[config.mk]
export PLATFORM = sky130hd
export DESIGN_NAME = char_lcd_nibble_write_sequencer
export DESIGN_NICKNAME = d
export VERILOG_FILES = /design/src/rtl/clnws_pkg.sv /design/src/rtl/clnws_ctrl.sv /design/src/rtl/clnws_dp.sv /design/src/rtl/char_lcd_nibble_write_sequencer.sv
export SDC_FILE = /design/constraint.sdc
export NUM_CORES = 1
export LEC_CHECK = 0
export BUFFER_PORTS_ARGS = -buffer_cell sky130_fd_sc_hd__buf_2
export CORE_UTILIZATION = 51
export CTS_BUF_LIST = sky130_fd_sc_hd__clkbuf_8 sky130_fd_sc_hd__clkbuf_16
export CTS_CLUSTER_SIZE = 25
export DETAILED_ROUTE_END_ITERATION = 8
export GPL_TIMING_DRIVEN = 0
export PLACE_DENSITY = 0.86
export SYNTH_ARGS = -nofsm -noshare
export SYNTH_HDL_FRONTEND = slang
export SYNTH_SLANG_ARGS = --single-unit
[constraint.sdc]
create_clock -name aclk -period 2.8 [get_ports aclk]
set_input_delay 0.14 -clock aclk [delete_from_list [all_inputs] [get_ports aclk]]
set_output_delay 0.14 -clock aclk [all_outputs]
set_load 0.02 [all_outputs]
[src/rtl/clnws_pkg.sv]
// Types, codes and constants shared by the character LCD write sequencer.
package clnws_pkg;

    typedef enum logic [2:0] {
        ACT_CMD    = 3'd0,
        ACT_DATA   = 3'd1,
        ACT_CURSOR = 3'd2,
        ACT_CLEAR  = 3'd3,
        ACT_INIT   = 3'd4
    } action_t;

    typedef enum logic [1:0] {
        CFG_ENABLE_PULSE = 2'd0,
        CFG_SETTLE       = 2'd1,
        CFG_POWER_UP     = 2'd2,
        CFG_CLEAR_EXTRA  = 2'd3
    } cfg_idx_t;

    typedef enum logic [1:0] {
        ST_IDLE,
        ST_POWER,
        ST_BYTE
    } state_t;

    typedef enum logic [1:0] {
        SEG_UPPER_HI = 2'd0,
        SEG_UPPER_LO = 2'd1,
        SEG_LOWER_HI = 2'd2,
        SEG_LOWER_LO = 2'd3
    } seg_t;

    localparam logic [7:0] CMD_FUNCSET = 8'h28;
    localparam logic [7:0] CMD_DISPLAY = 8'h0C;
    localparam logic [7:0] CMD_CLEAR   = 8'h01;
    localparam logic [7:0] CMD_ENTRY   = 8'h06;
    localparam logic [7:0] CMD_DDRAM   = 8'h80;
    localparam logic [7:0] ROW1_BASE   = 8'h40;
    localparam logic [3:0] NIB_MASK    = 4'hF;

    localparam logic [1:0] INIT_LAST_BYTE  = 2'd3;
    localparam logic [1:0] INIT_CLEAR_BYTE = 2'd2;

    localparam logic [7:0] RESET_ENABLE_PULSE = 8'd1;
    localparam logic [7:0] RESET_SETTLE       = 8'd2;
    localparam logic [7:0] RESET_POWER_UP     = 8'd20;
    localparam logic [7:0] RESET_CLEAR_EXTRA  = 8'd2;

    typedef struct packed {
        logic       load;
        logic       issue;
        logic       power;
        logic [1:0] byte_idx;
        seg_t       seg;
        logic       last;
    } ctrl_cmd_t;

    typedef struct packed {
        logic in_ok;
        logic in_init;
        logic out_free;
    } dp_status_t;

    function automatic logic [7:0] init_byte(input logic [1:0] idx);
        logic [7:0] b;
        case (idx)
            2'd0:    b = CMD_FUNCSET;
            2'd1:    b = CMD_DISPLAY;
            2'd2:    b = CMD_CLEAR;
            default: b = CMD_ENTRY;
        endcase
        return b;
    endfunction

endpackage

[src/rtl/clnws_ctrl.sv]
// Controller state machine that steps through the segments of one request.
module clnws_ctrl (
    input  logic                  aclk,
    input  logic                  aresetn,
    input  logic                  s_valid,
    output logic                  s_ready,
    input  clnws_pkg::dp_status_t status,
    output clnws_pkg::ctrl_cmd_t  cmd
);

    clnws_pkg::state_t state_reg, state_next;
    logic              init_reg, init_next;
    logic [1:0]        byte_idx_reg, byte_idx_next;
    clnws_pkg::seg_t   seg_reg, seg_next;
    logic              byte_last;

    assign byte_last = init_reg ? (byte_idx_reg == clnws_pkg::INIT_LAST_BYTE) : 1'b1;

    always_ff @(posedge aclk) begin
        if (!aresetn) begin
            state_reg    <= clnws_pkg::ST_IDLE;
            init_reg     <= 1'b0;
            byte_idx_reg <= '0;
            seg_reg      <= clnws_pkg::SEG_UPPER_HI;
        end else begin
            state_reg    <= state_next;
            init_reg     <= init_next;
            byte_idx_reg <= byte_idx_next;
            seg_reg      <= seg_next;
        end
    end

    always_comb begin
        state_next    = state_reg;
        init_next     = init_reg;
        byte_idx_next = byte_idx_reg;
        seg_next      = seg_reg;
        case (state_reg)
            clnws_pkg::ST_IDLE: begin
                byte_idx_next = '0;
                seg_next      = clnws_pkg::SEG_UPPER_HI;
                if (s_valid && status.in_ok) begin
                    init_next  = status.in_init;
                    state_next = status.in_init ? clnws_pkg::ST_POWER : clnws_pkg::ST_BYTE;
                end
            end
            clnws_pkg::ST_POWER: begin
                if (status.out_free) begin
                    state_next = clnws_pkg::ST_BYTE;
                end
            end
            clnws_pkg::ST_BYTE: begin
                if (status.out_free) begin
                    if (seg_reg == clnws_pkg::SEG_LOWER_LO) begin
                        seg_next = clnws_pkg::SEG_UPPER_HI;
                        if (byte_last) begin
                            state_next = clnws_pkg::ST_IDLE;
                        end else begin
                            byte_idx_next = byte_idx_reg + 2'd1;
                        end
                    end else begin
                        seg_next = clnws_pkg::seg_t'(seg_reg + 2'd1);
                    end
                end
            end
            default: begin
                state_next = clnws_pkg::ST_IDLE;
            end
        endcase
    end

    always_comb begin
        s_ready      = 1'b0;
        cmd.load     = 1'b0;
        cmd.issue    = 1'b0;
        cmd.power    = 1'b0;
        cmd.byte_idx = byte_idx_reg;
        cmd.seg      = seg_reg;
        cmd.last     = 1'b0;
        case (state_reg)
            clnws_pkg::ST_IDLE: begin
                s_ready  = 1'b1;
                cmd.load = s_valid && status.in_ok;
            end
            clnws_pkg::ST_POWER: begin
                cmd.issue = status.out_free;
                cmd.power = 1'b1;
            end
            clnws_pkg::ST_BYTE: begin
                cmd.issue = status.out_free;
                cmd.last  = (seg_reg == clnws_pkg::SEG_LOWER_LO) && byte_last;
            end
            default: begin
                s_ready = 1'b0;
            end
        endcase
    end

endmodule

[src/rtl/clnws_dp.sv]
// Datapath: timing registers, request capture, segment build and output register.
module clnws_dp #(
    parameter int COLUMNS = 16
) (
    input  logic                  aclk,
    input  logic                  aresetn,
    input  logic                  cfg_valid,
    input  logic [1:0]            cfg_index,
    input  logic [7:0]            cfg_data,
    input  logic [2:0]            s_action,
    input  logic [7:0]            s_byte_value,
    input  logic [1:0]            s_row,
    input  logic [4:0]            s_col,
    output logic                  m_valid,
    input  logic                  m_ready,
    output logic                  m_reg_select,
    output logic [3:0]            m_data_nibble,
    output logic                  m_enable,
    output logic [8:0]            m_hold_ms,
    output logic                  m_last,
    input  clnws_pkg::ctrl_cmd_t  cmd,
    output clnws_pkg::dp_status_t status
);

    localparam logic [5:0] COL_LIMIT = 6'(COLUMNS);

    logic [7:0] enable_pulse_reg, settle_reg, power_up_reg, clear_extra_reg;

    logic [7:0] byte_reg, byte_next;
    logic       rs_reg, rs_next;
    logic       clear_reg, clear_next;
    logic       init_reg, init_next;

    logic       m_valid_reg, m_valid_next;
    logic       rs_out_reg, rs_out_next;
    logic [3:0] nib_reg, nib_next;
    logic       en_reg, en_next;
    logic [8:0] hold_reg, hold_next;
    logic       last_reg, last_next;

    logic [7:0] in_byte;
    logic [7:0] cur_byte;
    logic       use_extra;
    logic [7:0] extra;

    always_ff @(posedge aclk) begin
        if (!aresetn) begin
            enable_pulse_reg <= clnws_pkg::RESET_ENABLE_PULSE;
            settle_reg       <= clnws_pkg::RESET_SETTLE;
            power_up_reg     <= clnws_pkg::RESET_POWER_UP;
            clear_extra_reg  <= clnws_pkg::RESET_CLEAR_EXTRA;
        end else if (cfg_valid) begin
            case (clnws_pkg::cfg_idx_t'(cfg_index))
                clnws_pkg::CFG_ENABLE_PULSE: enable_pulse_reg <= cfg_data;
                clnws_pkg::CFG_SETTLE:       settle_reg       <= cfg_data;
                clnws_pkg::CFG_POWER_UP:     power_up_reg     <= cfg_data;
                clnws_pkg::CFG_CLEAR_EXTRA:  clear_extra_reg  <= cfg_data;
                default:                     clear_extra_reg  <= clear_extra_reg;
            endcase
        end
    end

    // Decode the incoming request and check it.
    always_comb begin
        status.in_ok    = 1'b0;
        status.in_init  = (s_action == clnws_pkg::ACT_INIT);
        status.out_free = !m_valid_reg || m_ready;
        in_byte         = s_byte_value;
        case (s_action)
            clnws_pkg::ACT_CMD, clnws_pkg::ACT_DATA, clnws_pkg::ACT_INIT: begin
                status.in_ok = 1'b1;
            end
            clnws_pkg::ACT_CURSOR: begin
                status.in_ok = (s_row inside {2'd0, 2'd1}) && ({1'b0, s_col} < COL_LIMIT);
                in_byte      = clnws_pkg::CMD_DDRAM
                             | (s_row[0] ? clnws_pkg::ROW1_BASE : 8'h00)
                             | {3'b000, s_col};
            end
            clnws_pkg::ACT_CLEAR: begin
                status.in_ok = 1'b1;
                in_byte      = clnws_pkg::CMD_CLEAR;
            end
            default: begin
                status.in_ok = 1'b0;
            end
        endcase
    end

    always_comb begin
        byte_next  = byte_reg;
        rs_next    = rs_reg;
        clear_next = clear_reg;
        init_next  = init_reg;
        if (cmd.load) begin
            byte_next  = in_byte;
            rs_next    = (s_action == clnws_pkg::ACT_DATA);
            clear_next = (s_action == clnws_pkg::ACT_CLEAR);
            init_next  = status.in_init;
        end
    end

    always_ff @(posedge aclk) begin
        byte_reg  <= byte_next;
        rs_reg    <= rs_next;
        clear_reg <= clear_next;
        init_reg  <= init_next;
    end

    assign cur_byte  = init_reg ? clnws_pkg::init_byte(cmd.byte_idx) : byte_reg;
    assign use_extra = clear_reg || (init_reg && (cmd.byte_idx == clnws_pkg::INIT_CLEAR_BYTE));
    assign extra     = use_extra ? clear_extra_reg : 8'h00;

    // Build the next segment.
    always_comb begin
        rs_out_next = rs_out_reg;
        nib_next    = nib_reg;
        en_next     = en_reg;
        hold_next   = hold_reg;
        last_next   = last_reg;
        if (cmd.issue) begin
            last_next = cmd.last;
            if (cmd.power) begin
                rs_out_next = 1'b0;
                nib_next    = 4'h0;
                en_next     = 1'b0;
                hold_next   = {1'b0, power_up_reg};
            end else begin
                rs_out_next = rs_reg;
                case (cmd.seg)
                    clnws_pkg::SEG_UPPER_HI: begin
                        nib_next  = cur_byte[7:4] & clnws_pkg::NIB_MASK;
                        en_next   = 1'b1;
                        hold_next = {1'b0, enable_pulse_reg};
                    end
                    clnws_pkg::SEG_UPPER_LO: begin
                        nib_next  = cur_byte[7:4] & clnws_pkg::NIB_MASK;
                        en_next   = 1'b0;
                        hold_next = 9'd0;
                    end
                    clnws_pkg::SEG_LOWER_HI: begin
                        nib_next  = cur_byte[3:0] & clnws_pkg::NIB_MASK;
                        en_next   = 1'b1;
                        hold_next = {1'b0, enable_pulse_reg};
                    end
                    default: begin
                        nib_next  = cur_byte[3:0] & clnws_pkg::NIB_MASK;
                        en_next   = 1'b0;
                        hold_next = {1'b0, settle_reg} + {1'b0, extra};
                    end
                endcase
            end
        end
    end

    always_comb begin
        m_valid_next = m_valid_reg;
        if (cmd.issue) begin
            m_valid_next = 1'b1;
        end else if (m_ready) begin
            m_valid_next = 1'b0;
        end
    end

    always_ff @(posedge aclk) begin
        if (!aresetn) begin
            m_valid_reg <= 1'b0;
        end else begin
            m_valid_reg <= m_valid_next;
        end
    end

    always_ff @(posedge aclk) begin
        rs_out_reg <= rs_out_next;
        nib_reg    <= nib_next;
        en_reg     <= en_next;
        hold_reg   <= hold_next;
        last_reg   <= last_next;
    end

    assign m_valid       = m_valid_reg;
    assign m_reg_select  = rs_out_reg;
    assign m_data_nibble = nib_reg;
    assign m_enable      = en_reg;
    assign m_hold_ms     = hold_reg;
    assign m_last        = last_reg;

endmodule

[src/rtl/char_lcd_nibble_write_sequencer.sv]
// Top level of the character LCD 4-bit write sequencer.
// Each accepted request becomes a list of pin segments (register select, D4..D7, enable,
// hold in ms) for an LCD on a 4-bit bus, one segment per cycle while m_ready is high. A
// command, data, cursor or clear request gives 4 segments and init gives 17; the request
// is taken in ST_IDLE and the controller then walks the segments, so no new request is
// taken until the last segment of the current one is issued. Requests with an unknown
// action or an out-of-range cursor are taken and dropped. Timing registers are written
// through the cfg port, which is always ready; write them only while the block is idle.
module char_lcd_nibble_write_sequencer #(
    parameter int COLUMNS = 16
) (
    input  logic       aclk,
    input  logic       aresetn,
    input  logic       cfg_valid,
    output logic       cfg_ready,
    input  logic [1:0] cfg_index,
    input  logic [7:0] cfg_data,
    input  logic       s_valid,
    output logic       s_ready,
    input  logic [2:0] s_action,
    input  logic [7:0] s_byte_value,
    input  logic [1:0] s_row,
    input  logic [4:0] s_col,
    output logic       m_valid,
    input  logic       m_ready,
    output logic       m_reg_select,
    output logic [3:0] m_data_nibble,
    output logic       m_enable,
    output logic [8:0] m_hold_ms,
    output logic       m_last
);

    clnws_pkg::ctrl_cmd_t  cmd;
    clnws_pkg::dp_status_t status;

    assign cfg_ready = 1'b1;

    clnws_ctrl u_ctrl (
        .aclk    (aclk),
        .aresetn (aresetn),
        .s_valid (s_valid),
        .s_ready (s_ready),
        .status  (status),
        .cmd     (cmd)
    );

    clnws_dp #(
        .COLUMNS (COLUMNS)
    ) u_dp (
        .aclk          (aclk),
        .aresetn       (aresetn),
        .cfg_valid     (cfg_valid),
        .cfg_index     (cfg_index),
        .cfg_data      (cfg_data),
        .s_action      (s_action),
        .s_byte_value  (s_byte_value),
        .s_row         (s_row),
        .s_col         (s_col),
        .m_valid       (m_valid),
        .m_ready       (m_ready),
        .m_reg_select  (m_reg_select),
        .m_data_nibble (m_data_nibble),
        .m_enable      (m_enable),
        .m_hold_ms     (m_hold_ms),
        .m_last        (m_last),
        .cmd           (cmd),
        .status        (status)
    );

endmodule

==> impl_metrics.json, run 1 <==
{
  "seq_power_share_pct": 49.6,
  "synth_area_per_cell_sq_um": 9.788,
  "period_minus_slack_ns": 2.687,
  "ys_async_sr_fraction_pct": 0,
  "cp.depth": 11,
  "synth.area.top_cells": "edfxtp_1 24%, dfxtp_1 23%, ha_1 7.3%",
  "synth_compound_gate_area_share_pct": 15.16,
  "drive_gt1_share_pct": 19.95,
  "slowest_delay_ns": 0.37,
  "peakVddDrop_mv": 0.3555,
  "synthFlopType": "dfxtp_1",
  "first_pass_iters": 6,
  "place_inst": 476,
  "powerDensity_nw_per_um2": 577.8,
  "syn_inst": 350,
  "die_width_um": 83.96,
  "leakage_uw": 0.001655,
  "synth_seq_cells": 67,
  "synth_mux_area_share_pct": 6.209,
  "regArea_sq_um": 1615,
  "first_global_vias": 2619,
  "ctsHoldBuffers": 0,
  "slew_violations": 0,
  "period_share_pct": 95.97,
  "antenna_found_initial": 0,
  "fillers": 499,
  "die_h_um": 83.96,
  "grt_max_degree": 17,
  "port_buffers": 49,
  "synthAdderAreaFrac_pct": 7.889,
  "initial_core_util_pct": 53.34,
  "cts.path.max_buffers": 2,
  "dpl-instance-area_sq_um": 3767,
  "slew_headroom_pct": 48.33,
  "setup_tns_ns": 0,
  "cts.sinks": 67,
  "core-area_sq_um": 6422,
  "start_kind": "flip-flop",
  "yosys.area.top_type_share_pct": 23.67,
  "stdcell_count": 493,
  "drcViolationCount": 7,
  "place_ws_ns": -0.4666,
  "num_rows": 29,
  "multiInputGateArea_sq_um": 1730,
  "numCtsBuffers": 9,
  "whs_path_depth": 3,
  "synth_top_family_by_area": "simple AND/OR/NAND/NOR gates",
  "swShare_pct": 28.43,
  "grt_usage_pct": 23.07,
  "path_clk_slew_ns": 0.07,
  "p_switching_uw": 655.3,
  "fin_ws_ns": 0.1129,
  "layout.cells.most_common": "nand2_1",
  "worstPathCellList": "inv_1, ha_2, a21oi_4, nor2b_1, ha_2, fa_2, a21o_1, a21oi_2, xnor2_1, a221oi_1, a21oi_1",
  "hold_violations": 0,
  "setup.worst_path.class": "reg2reg",
  "yosys.cell_types.count": 51,
  "worstSetupEndpointType": "flip-flop",
  "num_vias": 2766,
  "ant_nets": 0,
  "wire_per_inst_um": 15.69,
  "p_int_uw": 1650,
  "fin_area_sq_um": 3990,
  "detail_route.iter0.violations": 171,
  "viasPerCell": 5.611,
  "syn_to_final_growth_pct": 16.47,
  "h-tree-depth": 3,
  "antenna_cells": 0,
  "crit_slowest_cell": "dfxtp_4",
  "ios": 52,
  "setup_viol": 0,
  "place_hpwl_mm": 5.505,
  "synth_edf_count": 27,
  "maxCapViolCount": 0,
  "synth_fp_nets": 404,
  "drt_wl_total_mm": 7.736,
  "yosys.area.top_type": "edfxtp_1",
  "arrival_ns": 2.76,
  "grt_pass1_wl_mm": 12.48,
  "synth_simple_gate_area_share_pct": 19.76,
  "netlist_area_sq_um": 3426,
  "clockPowerShare_pct": 32.1,
  "tightestPinTransition_ns": 0.7751,
  "violations": "DRC",
  "holdCritPathClass": "in2reg",
  "largest_reg_flops": 9,
  "finalCoreUtilization_pct": 62.13,
  "cts_tree": "built",
  "synth_xor_area_share_pct": 0.7670,
  "worst_ep_required_time_ns": 2.87,
  "final_cell_mix": "58 x nand2_1, 52 x buf_2, 39 x dfxtp_1",
  "finClkSkew_ns": 0.005473,
  "reg2regPathDepth": 11,
  "grt_overflow": 0,
  "path_common_cell": "ha_2",
  "cts_root_buf": "clkbuf_8",
  "crit_family": "compound AO/OA/AOI/OAI gates",
  "timing.critical_path.buf_inv": 1,
  "clock_latency_ns": 0.35,
  "outcome": "complete, but fails checks",
  "dieArea_sq_um": 7049,
  "nets": 465,
  "yosys_warnings": 0,
  "path_max_fanout": 6,
  "place_congestion": 0.8130,
  "ys_seq_area_share_pct": 47.04,
  "fmax_mhz": 372.2,
  "p_comb_share_pct": 18.3
}
-- metal layers --
layer	track usage [%]	up-vias	routed length, um
met5	0	-	0
met4	13.32	0	267
met3	5.341	25	561
met2	35.99	99	3560
met1	29.29	1294	3346
li1	-	1348	-
-- cell usage after synthesis (2+ instances only) --
| cell | number |
|---|---|
| nor2_1 | 17 |
| a22oi_1 | 2 |
| a211oi_1 | 2 |
| xor2_1 | 2 |
| o22ai_1 | 2 |
| mux2i_1 | 19 |
| o21ai_0 | 15 |
| buf_2 | 3 |
| and3_1 | 2 |
| clkbuf_1 | 10 |
| nand2b_1 | 6 |
| edfxtp_1 | 27 |
| and2_1 | 3 |
| ha_1 | 20 |
| a21o_1 | 3 |
| dfxtp_1 | 40 |
| nand2_1 | 58 |
| nand3_1 | 6 |
| a21boi_0 | 12 |
| o211ai_1 | 5 |
| o21a_1 | 2 |
| a21oi_1 | 11 |
| a221oi_1 | 4 |
| a31oi_1 | 2 |
| nor3b_1 | 3 |
| nor3_1 | 5 |
| nor2b_1 | 32 |
| inv_1 | 11 |
| a21boi_1 | 4 |
-- cell families (layout without fill, tap and decap cells) --
group | Yosys count | after routing
buffers and inverters | 26 | 92
AO/OA/AOI/OAI | 74 | 74
AND/OR/NAND/NOR | 138 | 138
flip-flops | 67 | 67
XOR/XNOR | 3 | 3
adder cells (fa/ha/maj) | 21 | 21
multiplexers | 20 | 20
other | 1 | 1
-- worst register-to-register path, stage by stage (launching register included) --
cell and delay, ns:
dfxtp_4 0.37, inv_1 0.08, ha_2 0.21, a21oi_4 0.23, nor2b_1 0.09, ha_2 0.21
fa_2 0.36, a21o_1 0.19, a21oi_2 0.18, xnor2_1 0.09, a221oi_1 0.30, a21oi_1 0.11
-- worst paths after layout --
path | from | endpoint | slack, ns
worst max register to register | u_ctrl.byte_idx_reg[0]$_SDFFE_PN0P_ | u_dp.m_hold_ms[4]$_DFFE_PP_ | 0.11
worst max-delay path | u_ctrl.byte_idx_reg[0]$_SDFFE_PN0P_ | u_dp.m_hold_ms[4]$_DFFE_PP_ | 0.11
worst min-delay path | cfg_data[1] | u_dp.settle_reg[1]$_SDFFE_PN1P_ | 0.05
worst min register to register | u_dp.clear_extra_reg[0]$_SDFFE_PN0P_ | u_dp.clear_extra_reg[0]$_SDFFE_PN0P_ | 0.45
-- power by group through the flow --
stage	logic [uW]	clock network, uW	registers (uW)
2_1_floorplan	229	0	1210
3_3_place_gp	397	0	1160
3_5_place_dp	411	0	1160
4_1_cts	421	740	1140
5_1_grt	462	797	1150
6_report	422	740	1140
-- timing repair --
action | 4_1_cts | 5_1_grt
setup endpoints to repair | 8 | 5
resized for setup | 3 | 6
pin swaps | 1 | 3
buffers inserted | 2 | 0
-- final cells by class --
cell class	count	area share, %
buffer	13	1.411
clock buffer	11	4.077
clock inverter	5	0.5017
inverter	12	1.129
multi-input combinational	257	43.37
sequential	67	40.48
tap	77	2.415
timing repair buffer	51	6.616
-- stage by stage --
stage          total power, uW  hold WS [ns]
2_1_floorplan             1437        0.2640
3_3_place_gp              1555        0.4103
3_5_place_dp              1573        0.4159
4_1_cts                   2303       0.05187
5_1_grt                   2408       0.07008
6_report                  2305       0.05491
(Power assumes the default switching activity.)
==> run 2, diff against run 1 <==
--- a/config.mk
+++ b/config.mk
@@ -14,4 +14,5 @@
 export PLACE_DENSITY = 0.86
 export SYNTH_ARGS = -nofsm -noshare
 export SYNTH_HDL_FRONTEND = slang
+export SYNTH_HIERARCHICAL = 1
 export SYNTH_SLANG_ARGS = --single-unit
==> run 2 against run 1 <==
The flow now finishes without violations. Cell area down 1.2%. Critical path depth unchanged. Total power increased by 19%. Non-clock buffer count is 6 higher. Core utilization up 0.34 points. Critical path type unchanged. Largest cell class is now sequential cells. Largest power group unchanged.
==> impl_metrics.json, run 2 <==
{
  "yosys.area.top_type": "edfxtp_1",
  "setup_viol": 0,
  "num_vias": 2722,
  "slew_violations": 0,
  "p_total_uw": 2735,
  "yosys.cell_types.count": 52,
  "cts_root_buf": "clkbuf_8",
  "ys_top_cells_by_count": "52 x nand2_1, 40 x dfxtp_1, 29 x nor2b_1",
  "syn_inst": 340,
  "cts_tree": "built",
  "multiInputGateArea_sq_um": 1608,
  "period_minus_slack_ns": 2.744,
  "wire_per_inst_um": 14.63,
  "hold_slack_ns": 0.06988,
  "met2_usage_pct": 38.52,
  "first_global_vias": 2397,
  "top_usage_layer": "met2",
  "clock_latency_ns": 0.34,
  "maxCapViolCount": 0,
  "worstPathCellList": "and3b_1, nor2_4, nor2b_1, ha_1, inv_1, fa_1, and2b_2, o21ai_1, a21oi_1, o21a_1, o31a_2",
  "grt_max_degree": 18,
  "grt_pass1_wl_mm": 10.88,
  "place_ws_ns": -0.4146,
  "synthFlopType": "dfxtp_1",
  "slowest_delay_ns": 0.46,
  "netlist_area_sq_um": 3317,
  "antenna_cells": 0,
  "cts.path.max_buffers": 2,
  "h-tree-depth": 3,
  "core-area_sq_um": 6314,
  "ys_seq_area_share_pct": 48.59,
  "grt_overflow": 0,
  "hp-start": "s_byte_value[4]",
  "detail_route.iter0.violations": 151,
  "synth_area_per_cell_sq_um": 9.756,
  "hold_violations": 0,
  "synth.area.top_cells": "edfxtp_1 24%, dfxtp_1 24%, mux2i_1 6.0%",
  "syn_to_final_growth_pct": 18.90,
  "numCtsBuffers": 9,
  "yosys_warnings": 6,
  "crit_slowest_cell": "edfxtp_1",
  "layout.cells.most_common": "buf_2",
  "tightestPinTransition_ns": 0.7048,
  "viasPerCell": 5.578,
  "largest_reg_flops": 9,
  "first_pass_iters": 5,
  "path_clk_slew_ns": 0.07,
  "holdCritPathClass": "in2reg",
  "place_hpwl_mm": 5.032,
  "final_cell_mix": "53 x buf_2, 52 x nand2_1, 39 x dfxtp_1",
  "ys_async_sr_fraction_pct": 0,
  "dieArea_sq_um": 6830,
  "num_rows": 29,
  "worstSetupEndpointType": "flip-flop",
  "slew_headroom_pct": 52.84,
  "drt_wl_total_mm": 7.138,
  "die_h_um": 82.65,
  "critPathCapture": "u_dp/m_hold_ms[8]$_SDFFCE_PP0P_",
  "ios": 52,
  "r2r_start": "u_dp/init_reg$_DFFE_PP_",
  "regArea_sq_um": 1613,
  "start_kind": "flip-flop",
  "fmax_mhz": 364.5,
  "cts.sinks": 67,
  "leakage_uw": 0.001633,
  "port_buffers": 50,
  "drive_gt1_share_pct": 21.41,
  "grtUsageMet3_pct": 4.396,
  "arrival_ns": 2.84,
  "crit_start": "u_dp/init_reg$_DFFE_PP_",
  "initial_core_util_pct": 52.54,
  "synth_fp_nets": 387,
  "reg2regPathDepth": 11,
  "yosys.area.top_type_share_pct": 24.44,
  "fin_ws_ns": 0.05637,
  "met1_usage_pct": 26.13,
  "timing.rr.end": "u_dp/m_hold_ms[8]$_SDFFCE_PP0P_",
  "setup.worst_path.class": "reg2reg",
  "ant_nets": 0,
  "synth_seq_cells": 67,
  "worst_ep_required_time_ns": 2.89,
  "synth_edf_count": 27,
  "die_width_um": 82.65,
  "drcViolationCount": 0,
  "r2r_slack_ns": 0.06,
  "powerDensity_nw_per_um2": 693.6,
  "place_congestion": 0.8424,
  "period_share_pct": 97.99,
  "synth.most_common_cell": "nand2_1",
  "ctsHoldBuffers": 0,
  "nets": 453,
  "finClkSkew_ns": 0.004789,
  "path_max_fanout": 5,
  "fillers": 505,
  "outcome": "finished, final reports clean",
  "grt_usage_pct": 22.07,
  "antenna_found_initial": 0,
  "peakVddDrop_mv": 0.4296
}
[run 2: cell count changes in the layout (fill, tap and decap cells not counted), sizes merged, moves of 4 or more]
cell / previous run / this run
a21oi: 12 / 8
a221oi: 4 / 0
buf: 55 / 60
ha: 20 / 13
inv: 16 / 11
nand2: 58 / 53
nand2b: 6 / 10
nand3: 6 / 11
nor3b: 4 / 8
o211ai: 5 / 0
[run 2: report_power, final]
part	leakage (uW)	total, uW	switching [uW]	internal [uW]
combinational	0.000939	591	386	205
sequential	0.000579	1210	41.9	1170
clock	0.000116	930	350	580
[run 2: cell families (layout without fill, tap and decap cells)]
group	count (synthesis)	after routing	synth area share, %
AOI/OAI and AO/OA	63	63	12.71
xor gates and xnor gates	3	3	0.7923
adders and majority gates	14	14	5.508
buffers and inverters	26	97	3.169
DFF	67	67	48.59
muxes	22	22	6.714
other	1	1	0.1131
and+or+nand+nor	144	144	22.41
[run 2: routing by layer]
layer  vias up  wire length [um]
li1       1312                 -
met1      1295              2996
met2        98              3627
met3        17               365
met4         0               149
met5         -                 0
[run 2: final cells by class]
class / count / area share, %
Sequential cell: 67 / 40.89
Multi-Input combinational cell: 247 / 40.77
Timing Repair Buffer: 56 / 7.487
Clock buffer: 9 / 3.141
Clock inverter: 7 / 2.697
Tap cell: 77 / 2.443
Buffer: 14 / 1.523
Inverter: 11 / 1.047
[run 2: worst min-delay path by stage]
stage / end / slack (ns) / cells after the start
after floorplan: u_ctrl/byte_idx_reg[0]$_SDFFE_PN0P_ / 0.26 / 1
after global placement: u_dp/power_up_reg[4]$_SDFFE_PN1P_ / 0.41 / 3
after detailed placement: u_dp/power_up_reg[2]$_SDFFE_PN1P_ / 0.42 / 3
after CTS: u_dp/power_up_reg[2]$_SDFFE_PN1P_ / 0.06 / 3
after global routing: u_dp/power_up_reg[4]$_SDFFE_PN1P_ / 0.07 / 3
final: u_dp/byte_reg[4]$_DFFE_PP_ / 0.07 / 3
[run 2: through the flow]
stage	cell area (sq um)	setup TNS, ns	util [%]	instances
2_1_floorplan	3317	0	-	340
3_3_place_gp	3664	-0.6825	58.03	467
3_5_place_dp	3664	-0.8261	58.03	467
4_1_cts	3905	0	61.85	483
5_1_grt	3944	-0.01820	62.47	488
6_report	3944	0	62.47	488
[run 2: repair_timing]
action,4_1_cts,5_1_grt
resized for setup,3,2
setup buffers,1,5
setup endpoints to repair,4,3
pin swaps,1,0
endpoints found under the hold margin,0,0
[run 2: critical path: cells and delay by family, from the launching register on]
family	cells	cell delay (ns)
AOI/OAI and AO/OA	4	0.84
and+or+nand+nor	4	0.70
DFF	1	0.46
adders and majority gates	2	0.42
buffers and inverters	1	0.08
